[config.mk]
export PLATFORM = sky130hd
export DESIGN_NAME = nsdf_ctrl
export DESIGN_NICKNAME = d
export VERILOG_FILES = /design/src/rtl/core/nsdf_pkg.sv /design/src/rtl/core/nsdf_ctrl.sv
export SDC_FILE = /design/constraint.sdc
export NUM_CORES = 1
export LEC_CHECK = 0
export BUFFER_PORTS_ARGS = -buffer_cell sky130_fd_sc_hd__buf_2
export CORE_UTILIZATION = 40
export CTS_CLUSTER_SIZE = 25
export DETAILED_ROUTE_END_ITERATION = 16
export HOLD_SLACK_MARGIN = 0.12
export SLEW_MARGIN = 20
export SYNTH_ARGS = -nofsm -noshare
export SYNTH_HDL_FRONTEND = slang
export SYNTH_SLANG_ARGS = --single-unit
[constraint.sdc]
create_clock -name clock -period 4.12 [get_ports clock]
set_clock_uncertainty 0.1 [all_clocks]
set_input_delay 1.03 -clock clock [delete_from_list [all_inputs] [get_ports clock]]
set_output_delay 1.03 -clock clock [all_outputs]
set_load 0.05 [all_outputs]
[src/rtl/core/nsdf_pkg.sv]
// shared types, opcodes and constants of the duration to fraction block
`timescale 1ns / 1ps
`default_nettype none
package nsdf_pkg;

   localparam logic [31:0] NS_PER_SEC = 32'd1000000000;
   localparam logic [3:0]  EXP_MAX    = 4'd9;
   localparam logic [31:0] LIM_RESET  = 32'd65535;
   localparam logic [2:0]  FIVE       = 3'd5;
   // ceil(2^21 / 5), exact quotient for dividends below 5 * 2^16
   localparam logic [18:0] RECIP5     = 19'd419431;

   typedef enum logic [5:0] {
      OP_NOP,
      OP_LOAD,
      OP_THR,
      OP_RES_INF,
      OP_HALVE,
      OP_DIV5,
      OP_TAKE5,
      OP_RES_EXACT,
      OP_DIVQ,
      OP_RES_BIG,
      OP_INIT,
      OP_RES_CUR,
      OP_DIVC,
      OP_COEF,
      OP_CN,
      OP_CD,
      OP_ADV,
      OP_DIVK1,
      OP_KF1,
      OP_DIVK2,
      OP_KF2,
      OP_SEMI,
      OP_HALF,
      OP_RES_CAND,
      OP_E1,
      OP_E2,
      OP_E3,
      OP_E4,
      OP_E5,
      OP_E6,
      OP_E7,
      OP_E8,
      OP_OUT
   } op_type;

   typedef struct packed {
      op_type op;
      logic   sel_new;
   } cmd_type;

   typedef struct packed {
      logic too_big;
      logic halve_ok;
      logic b_zero;
      logic div_done;
      logic five_done;
      logic five_rem_zero;
      logic fits;
      logic quot_big;
      logic rm_zero;
      logic cand_over;
      logic kf_gt_half;
      logic k2_zero;
      logic pn_zero;
      logic new_wins;
   } stat_type;

   function automatic logic [29:0] pow5(input logic [3:0] e);
      logic [29:0] v;
      case (e)
         4'd0: v = 30'd1;
         4'd1: v = 30'd5;
         4'd2: v = 30'd25;
         4'd3: v = 30'd125;
         4'd4: v = 30'd625;
         4'd5: v = 30'd3125;
         4'd6: v = 30'd15625;
         4'd7: v = 30'd78125;
         4'd8: v = 30'd390625;
         4'd9: v = 30'd1953125;
         default: v = 30'd1;
      endcase
      return v;
   endfunction

endpackage
`default_nettype wire

[src/rtl/core/nsdf_ctrl.sv]
// controller: sequences reduction, euclid steps, semiconvergent choice and handshakes
`timescale 1ns / 1ps
`default_nettype none
module nsdf_ctrl (
   input  wire logic               clock,
   input  wire logic               reset,
   input  wire logic               req_valid,
   output logic                    req_ready,
   output logic                    rsp_valid,
   input  wire logic               rsp_ready,
   input  wire nsdf_pkg::stat_type stat,
   output nsdf_pkg::cmd_type       cmd
);

   typedef enum logic [22:0] {
      S_IDLE   = 23'h000001,
      S_THR    = 23'h000002,
      S_CHK    = 23'h000004,
      S_TWO    = 23'h000008,
      S_FIVE   = 23'h000010,
      S_FIVE_W = 23'h000020,
      S_FIT    = 23'h000040,
      S_INIT_W = 23'h000080,
      S_LOOP   = 23'h000100,
      S_COEF_W = 23'h000200,
      S_CN     = 23'h000400,
      S_CD     = 23'h000800,
      S_TEST   = 23'h001000,
      S_K1_W   = 23'h002000,
      S_K2     = 23'h004000,
      S_K2_W   = 23'h008000,
      S_PICK   = 23'h010000,
      S_KN     = 23'h020000,
      S_KD     = 23'h040000,
      S_KEND   = 23'h080000,
      S_ERR    = 23'h100000,
      S_CMP    = 23'h200000,
      S_OUT    = 23'h400000
   } state_type;

   state_type   state_ff, state_in;
   logic        semi_ff, semi_in;
   logic        sel_ff, sel_in;
   logic [2:0]  step_ff, step_in;
   logic        rsp_valid_ff, rsp_valid_in;
   nsdf_pkg::op_type err_op;

   always_comb begin
      case (step_ff)
         3'd0:    err_op = nsdf_pkg::OP_E1;
         3'd1:    err_op = nsdf_pkg::OP_E2;
         3'd2:    err_op = nsdf_pkg::OP_E3;
         3'd3:    err_op = nsdf_pkg::OP_E4;
         3'd4:    err_op = nsdf_pkg::OP_E5;
         3'd5:    err_op = nsdf_pkg::OP_E6;
         3'd6:    err_op = nsdf_pkg::OP_E7;
         default: err_op = nsdf_pkg::OP_E8;
      endcase
   end

   always_comb begin
      state_in    = state_ff;
      semi_in     = semi_ff;
      sel_in      = sel_ff;
      step_in     = step_ff;
      cmd.op      = nsdf_pkg::OP_NOP;
      cmd.sel_new = sel_ff;
      unique case (state_ff)
         S_IDLE: begin
            if (req_valid) begin
               cmd.op   = nsdf_pkg::OP_LOAD;
               state_in = S_THR;
            end
         end
         S_THR: begin
            cmd.op   = nsdf_pkg::OP_THR;
            state_in = S_CHK;
         end
         S_CHK: begin
            if (stat.too_big) begin
               cmd.op   = nsdf_pkg::OP_RES_INF;
               state_in = S_OUT;
            end else begin
               state_in = S_TWO;
            end
         end
         S_TWO: begin
            if (stat.halve_ok) begin
               cmd.op = nsdf_pkg::OP_HALVE;
            end else begin
               state_in = S_FIVE;
            end
         end
         S_FIVE: begin
            if (stat.b_zero) begin
               state_in = S_FIT;
            end else begin
               cmd.op   = nsdf_pkg::OP_DIV5;
               state_in = S_FIVE_W;
            end
         end
         S_FIVE_W: begin
            if (stat.five_done) begin
               if (stat.five_rem_zero) begin
                  cmd.op   = nsdf_pkg::OP_TAKE5;
                  state_in = S_FIVE;
               end else begin
                  state_in = S_FIT;
               end
            end
         end
         S_FIT: begin
            if (stat.fits) begin
               cmd.op   = nsdf_pkg::OP_RES_EXACT;
               state_in = S_OUT;
            end else begin
               cmd.op   = nsdf_pkg::OP_DIVQ;
               state_in = S_INIT_W;
            end
         end
         S_INIT_W: begin
            if (stat.div_done) begin
               if (stat.quot_big) begin
                  cmd.op   = nsdf_pkg::OP_RES_BIG;
                  state_in = S_OUT;
               end else begin
                  cmd.op   = nsdf_pkg::OP_INIT;
                  state_in = S_LOOP;
               end
            end
         end
         S_LOOP: begin
            if (stat.rm_zero) begin
               cmd.op   = nsdf_pkg::OP_RES_CUR;
               state_in = S_OUT;
            end else begin
               cmd.op   = nsdf_pkg::OP_DIVC;
               state_in = S_COEF_W;
            end
         end
         S_COEF_W: begin
            if (stat.div_done) begin
               cmd.op   = nsdf_pkg::OP_COEF;
               state_in = S_CN;
            end
         end
         S_CN: begin
            cmd.op   = nsdf_pkg::OP_CN;
            state_in = S_CD;
         end
         S_CD: begin
            cmd.op   = nsdf_pkg::OP_CD;
            state_in = S_TEST;
         end
         S_TEST: begin
            if (stat.cand_over) begin
               cmd.op   = nsdf_pkg::OP_DIVK1;
               state_in = S_K1_W;
            end else begin
               cmd.op   = nsdf_pkg::OP_ADV;
               state_in = S_LOOP;
            end
         end
         S_K1_W: begin
            if (stat.div_done) begin
               cmd.op   = nsdf_pkg::OP_KF1;
               state_in = S_K2;
            end
         end
         S_K2: begin
            if (stat.pn_zero) begin
               state_in = S_PICK;
            end else begin
               cmd.op   = nsdf_pkg::OP_DIVK2;
               state_in = S_K2_W;
            end
         end
         S_K2_W: begin
            if (stat.div_done) begin
               cmd.op   = nsdf_pkg::OP_KF2;
               state_in = S_PICK;
            end
         end
         S_PICK: begin
            if (stat.kf_gt_half) begin
               cmd.op   = nsdf_pkg::OP_SEMI;
               semi_in  = 1'b1;
               state_in = S_KN;
            end else if (stat.k2_zero) begin
               cmd.op   = nsdf_pkg::OP_RES_CUR;
               state_in = S_OUT;
            end else begin
               cmd.op   = nsdf_pkg::OP_HALF;
               semi_in  = 1'b0;
               state_in = S_KN;
            end
         end
         S_KN: begin
            cmd.op   = nsdf_pkg::OP_CN;
            state_in = S_KD;
         end
         S_KD: begin
            cmd.op   = nsdf_pkg::OP_CD;
            state_in = S_KEND;
         end
         S_KEND: begin
            if (semi_ff) begin
               cmd.op   = nsdf_pkg::OP_RES_CAND;
               state_in = S_OUT;
            end else if (stat.cand_over) begin
               cmd.op   = nsdf_pkg::OP_RES_CUR;
               state_in = S_OUT;
            end else begin
               sel_in   = 1'b0;
               step_in  = 3'd0;
               state_in = S_ERR;
            end
         end
         S_ERR: begin
            cmd.op  = err_op;
            step_in = step_ff + 3'd1;
            if (step_ff == 3'd7) begin
               if (sel_ff) begin
                  state_in = S_CMP;
               end else begin
                  sel_in = 1'b1;
               end
            end
         end
         S_CMP: begin
            cmd.op   = stat.new_wins ? nsdf_pkg::OP_RES_CAND : nsdf_pkg::OP_RES_CUR;
            state_in = S_OUT;
         end
         S_OUT: begin
            if (!rsp_valid_ff || rsp_ready) begin
               cmd.op   = nsdf_pkg::OP_OUT;
               state_in = S_IDLE;
            end
         end
         default: state_in = S_IDLE;
      endcase
   end

   always_comb begin
      rsp_valid_in = rsp_valid_ff;
      if (cmd.op == nsdf_pkg::OP_OUT) begin
         rsp_valid_in = 1'b1;
      end else if (rsp_ready) begin
         rsp_valid_in = 1'b0;
      end
   end

   always_ff @(posedge clock) begin
      semi_ff <= semi_in;
      sel_ff  <= sel_in;
      step_ff <= step_in;
      if (reset) begin
         state_ff     <= S_IDLE;
         rsp_valid_ff <= 1'b0;
      end else begin
         state_ff     <= state_in;
         rsp_valid_ff <= rsp_valid_in;
      end
   end

   assign req_ready = (state_ff == S_IDLE);
   assign rsp_valid = rsp_valid_ff;

endmodule
`default_nettype wire

# Word-level counts from Yosys, hierarchy flattened
# Cells that the tools add are included.
# totals
in_bits	18
reg_bits	29
# op_classes
n_reduce_logical	11
mux	56
n_eq_ne	44
add_sub_neg	1
# ops
operator	n
$pmux 23 s23	1
$mux 23	18
$pmux 6 s21	1
$mux 5	7
$ne 2x2->1 const B	12
$eq 23x1->1 const B	1
$eq 23x10->1 const B	1
$eq 23x11->1 const B	1
$eq 23x12->1 const B	1
$eq 23x13->1 const B	1
$eq 23x14->1 const B	1
$eq 23x15->1 const B	1
$eq 23x16->1 const B	1
$eq 23x17->1 const B	1
$eq 23x18->1 const B	1
$eq 23x19->1 const B	1
$eq 23x2->1 const B	1
$eq 23x20->1 const B	1
$eq 23x21->1 const B	1
$eq 23x22->1 const B	1
$eq 23x23->1 const B	1
$eq 23x3->1 const B	1
$eq 23x4->1 const B	1
$eq 23x5->1 const B	1
other kinds (30)	54

# Depth between registers and ports, before layout
# logic_depth
depth_word	6
ltp_mapped	10
mapped_depth_nobuf	8

# Least setup slack after synthesis
# No wires, ideal clock.
# synth_timing
kind	register -> output
start	register state_ff[13]
end	output cmd[1] (netlist bit)
path_stages_with_launch	8
path_buffers	1
t_required_ns	2.990
arrival_time_ns	2.588
setup_slack_ns	0.402
cell_sequence	dfxtp_1 -> buf_6 -> nor4_4 -> nand4_2 -> nor4_1 -> and3b_1 -> a221o_1 -> a2111o_1
# synth_lines
item	line	text
start, declared	nsdf_ctrl.sv:41	state_type state_ff, state_in;
start signal, assigned	nsdf_ctrl.sv:261	state_ff <= state_in;
end, declared	nsdf_ctrl.sv:12	output nsdf_pkg::cmd_type cmd

==> run_results.csv <==
group,metric,value,unit
outcome,run_status,"completed",
global_routing,grt_start_max_net_pins,20,
timing,min_period_over_period,0.987,
global_routing,vias_in_the_first_global_route,2139,
worst_setup_path,critical_path_required,2.99,ns
final_layout,area_growth,11.3,%
yosys,netlist_area,2300,µm²
pwr,pwr-share-clk,0.358,
die,num_rows,27,
timing,fin_setup_tns,0,ns
pwr,sw_frac_of_total,0.298,
global_routing,grt_pass1_wl,10.6,mm
timing,clock.fmax,246,MHz
routing,remaining_drc_errors,0,
global_routing,globalRouteOverflowTotal,0,
yosys,postSynth.asyncResetShare,0,
clock_network,worstSkewPairLatency,0.28,ns
routing,vias_per_cell,6.18,
routing,vias,2317,
clock_network,cts.clk_slew.worst_paths,0.06,ns
place,numPortBuffers,26,
pwr,vdd.ir_drop.worst,0.143,mV
timing,timing.final.max_slew_violations,0,
timing,finalSetupViolCount,0,
timing,worst-slew-pin-transition,0.882,ns
routing,route.detailed.wl_per_inst,17.6,µm
yosys,postSynth.topFlopCell,"sky130_fd_sc_hd__dfxtp_1",
routing,drt_first_pass_iters,5,
die,die_area,6060,µm²
pwr,combPwrFrac,0.174,
min_path,hold_path.class,"reg -> reg",
clock_network,cts_setup_buffers,0,
pwr,power.switching,188,µW
routing,postRouteAntennaNets,0,
timing,fin_crit,4.07,ns
clock_network,htree_levels,2,
timing,rsz0062_at_grt,"no",
worst_setup_path,cp.arrival,2.94,ns
clock_network,cts.sinks,29,
yosys,synth_enable_flop_cells,5,
yosys,ys_warn_count,0,
worst_setup_path,startpoint_type,"register",
timing,hold_violations,0,
pwr,p_seq_frac,0.468,
worst_setup_path,timing.critical_path.to_type,"output pin",
global_routing,overall_routing_resource_usage,0.228,
clock_network,cts_buffer_depth,2,
yosys,ys_types,63,
die,top_level_ports,27,
final_layout,drive_above_1_share,0.195,
pwr,internal-power,443,µW
clock_network,clock-root-buffer,"sky130_fd_sc_hd__clkbuf_8",
clock_network,cts_tree,"done",
die,die-height,77.9,µm
routing,wirelength,6.62,mm
routing,detail_route.iter0.violations,219,
pwr,pwr_density_cell,246,nW/µm²
global_routing,antenna_found_initial,0,
yosys,seq_area_frac_synth,0.274,
die,chipWidth,77.9,µm
place,place.detailed.hpwl,5.06,mm
die,core,5540,µm²
final_layout,layout.nets,326,
yosys,syn-instance-count,277,
place,routabilityCongestion,0.927,
timing,slew_headroom,0.412,
final_layout,insertedDiodeCount,0,
pwr,leak_pwr,0.00101,µW
yosys,synth_seq_cells,29,
flow_run,max-cap-violations,0,
clock_network,cts_made_buffers,5,
worst_setup_path,cp_max_fo,8,
yosys,synthesis.area_per_instance,8.31,µm²
die,initial_utilization,0.416,
final_layout,post-route-util,0.463,
yosys,syn_nets,301,
worst_setup_path,timing_worst_setup_path_type,"reg -> out",
power by group through the flow:
| stage | combinational, µW | clock, µW | sequential, µW |
|---|---|---|---|
| 2_1_floorplan | 81.1 | 0 | 298 |
| 3_3_place_gp | 107 | 0 | 301 |
| 3_5_place_dp | 106 | 0 | 301 |
| 4_1_cts | 108 | 231 | 295 |
| 5_1_grt | 117 | 242 | 296 |
| 6_report | 110 | 226 | 295 |
metal layers:
metal	up-vias	wire length, µm	track usage
li1	1092	-	-
met1	1077	2900	0.296
met2	118	2910	0.351
met3	30	509	0.0482
met4	0	298	0.123
met5	-	0	0
final cells by class:
| cell class | count | area [µm²] |
|---|---|---|
| Clock buffer | 8 | 80.1 |
| Fill cell | 583 | 2980 |
| Inverter | 13 | 48.8 |
| Multi-Input combinational cell | 221 | 1530 |
| Sequential cell | 29 | 632 |
| Tap cell | 72 | 90.1 |
| Timing Repair Buffer | 32 | 178 |
cells in the final DEF, fill, tap and decap left out, types with 4 or more instances in the layout:
| cell | netlist | final |
|---|---|---|
| sky130_fd_sc_hd__a21oi_1 | 11 | 11 |
| sky130_fd_sc_hd__buf_2 | 7 | 25 |
| sky130_fd_sc_hd__buf_4 | 1 | 6 |
| sky130_fd_sc_hd__clkbuf_8 | 0 | 5 |
| sky130_fd_sc_hd__dfxtp_1 | 24 | 23 |
| sky130_fd_sc_hd__edfxtp_1 | 5 | 5 |
| sky130_fd_sc_hd__ha_1 | 6 | 6 |
| sky130_fd_sc_hd__inv_1 | 12 | 12 |
| sky130_fd_sc_hd__nand2_1 | 20 | 20 |
| sky130_fd_sc_hd__nand3_1 | 9 | 9 |
| sky130_fd_sc_hd__nand3b_1 | 5 | 5 |
| sky130_fd_sc_hd__nand4_1 | 8 | 8 |
| sky130_fd_sc_hd__nand4b_1 | 4 | 4 |
| sky130_fd_sc_hd__nor2_1 | 34 | 34 |
| sky130_fd_sc_hd__nor2b_1 | 6 | 6 |
| sky130_fd_sc_hd__nor3_1 | 14 | 14 |
| sky130_fd_sc_hd__nor4_1 | 12 | 12 |
| sky130_fd_sc_hd__nor4_4 | 4 | 4 |
| sky130_fd_sc_hd__nor4b_1 | 6 | 6 |
| sky130_fd_sc_hd__o21ai_0 | 10 | 10 |
| sky130_fd_sc_hd__or3_1 | 8 | 8 |
| sky130_fd_sc_hd__xnor2_1 | 4 | 4 |
Yosys cell counts, types with 2 or more instances:
cell type,n,area share
sky130_fd_sc_hd__buf_6,4,0.020
sky130_fd_sc_hd__nand2b_1,3,0.0082
sky130_fd_sc_hd__nand3_1,9,0.020
sky130_fd_sc_hd__nand4_1,8,0.022
sky130_fd_sc_hd__a311oi_1,2,0.0076
sky130_fd_sc_hd__a2111oi_4,2,0.024
sky130_fd_sc_hd__nor3_1,14,0.030
sky130_fd_sc_hd__inv_1,12,0.020
sky130_fd_sc_hd__edfxtp_1,5,0.065
sky130_fd_sc_hd__a22oi_1,3,0.0098
sky130_fd_sc_hd__and3b_1,2,0.0076
sky130_fd_sc_hd__nand4_2,2,0.011
sky130_fd_sc_hd__o21ai_0,10,0.022
sky130_fd_sc_hd__buf_2,7,0.015
sky130_fd_sc_hd__dfxtp_1,24,0.21
sky130_fd_sc_hd__nor4b_1,6,0.023
sky130_fd_sc_hd__nor4_4,4,0.037
sky130_fd_sc_hd__xnor2_1,4,0.015
sky130_fd_sc_hd__a221oi_1,2,0.0076
sky130_fd_sc_hd__xor2_1,2,0.0076
sky130_fd_sc_hd__nor4_1,12,0.033
sky130_fd_sc_hd__o31a_1,3,0.011
sky130_fd_sc_hd__nand3b_1,5,0.016
sky130_fd_sc_hd__nand2_1,20,0.033
sky130_fd_sc_hd__nor2b_1,6,0.016
sky130_fd_sc_hd__or3_1,8,0.022
sky130_fd_sc_hd__and2_1,3,0.0082
sky130_fd_sc_hd__nor3_2,3,0.013
sky130_fd_sc_hd__or2_2,2,0.0054
sky130_fd_sc_hd__nand4b_1,4,0.015
sky130_fd_sc_hd__nor2_1,34,0.055
sky130_fd_sc_hd__nor3b_1,3,0.0098
sky130_fd_sc_hd__ha_1,6,0.033
sky130_fd_sc_hd__clkbuf_1,2,0.0033
sky130_fd_sc_hd__a21oi_1,11,0.024
sky130_fd_sc_hd__a211oi_1,3,0.0098
state kept, by name, indices dropped and copies added, names as in the netlist:
| register | flops |
|---|---|
| sel_ff | 1 |
| state_ff | 23 |
| rsp_valid | 1 |
| semi_ff | 1 |
| step_ff | 3 |
metrics by stage:
step / total power [µW] / setup slack [ns] / area (µm²) / hold WS (ns) / cells
floorplan: 379 / 0.402 / 2300 / 0.403 / 277
detailed placement: 408 / 0.285 / 2470 / 0.433 / 367
global route: 654 / 0.00206 / 2560 / 0.483 / 375
CTS: 634 / 0.0220 / 2560 / 0.446 / 375
global placement: 408 / 0.284 / 2470 / 0.429 / 367
finish: 631 / 0.0550 / 2560 / 0.446 / 375
cells by family after synthesis:
logic type      after synthesis  share of synthesized area
compound gates               49                      0.167
mux                           1                    0.00435
simple gates                159                      0.436
fa+ha+maj                     6                     0.0326
flops                        29                      0.274
xor+xnor                      6                     0.0228
buf+inv                      27                     0.0625
path summary, 6_finish.rpt:
kind | startpoint | end | slack (ns) | cells past startpoint
worst min register to register | state_ff[10] | state_ff[11] | 0.45 | 2
worst max register to register | state_ff[12] | state_ff[16] | 1.09 | 6
worst max-delay path | state_ff[17] | cmd[5] | 0.05 | 7
worst min-delay path | state_ff[10] | state_ff[11] | 0.45 | 2
repair_timing:
action                     CTS  global route
gates resized for setup      1             2
setup endpoints to repair    1             2
hold buffers                 0             0
worst max-delay path, cell delays in order (launching register included):
cell and delay, ns:
sky130_fd_sc_hd__dfxtp_1 0.43, sky130_fd_sc_hd__or4_4 0.59, sky130_fd_sc_hd__nor3_4 0.28, sky130_fd_sc_hd__nand4_2 0.22, sky130_fd_sc_hd__or4b_4 0.58, sky130_fd_sc_hd__o31a_1 0.14, sky130_fd_sc_hd__or4b_1 0.18, sky130_fd_sc_hd__clkbuf_4 0.22
No activity file was read; power rests on OpenSTA's default activity.
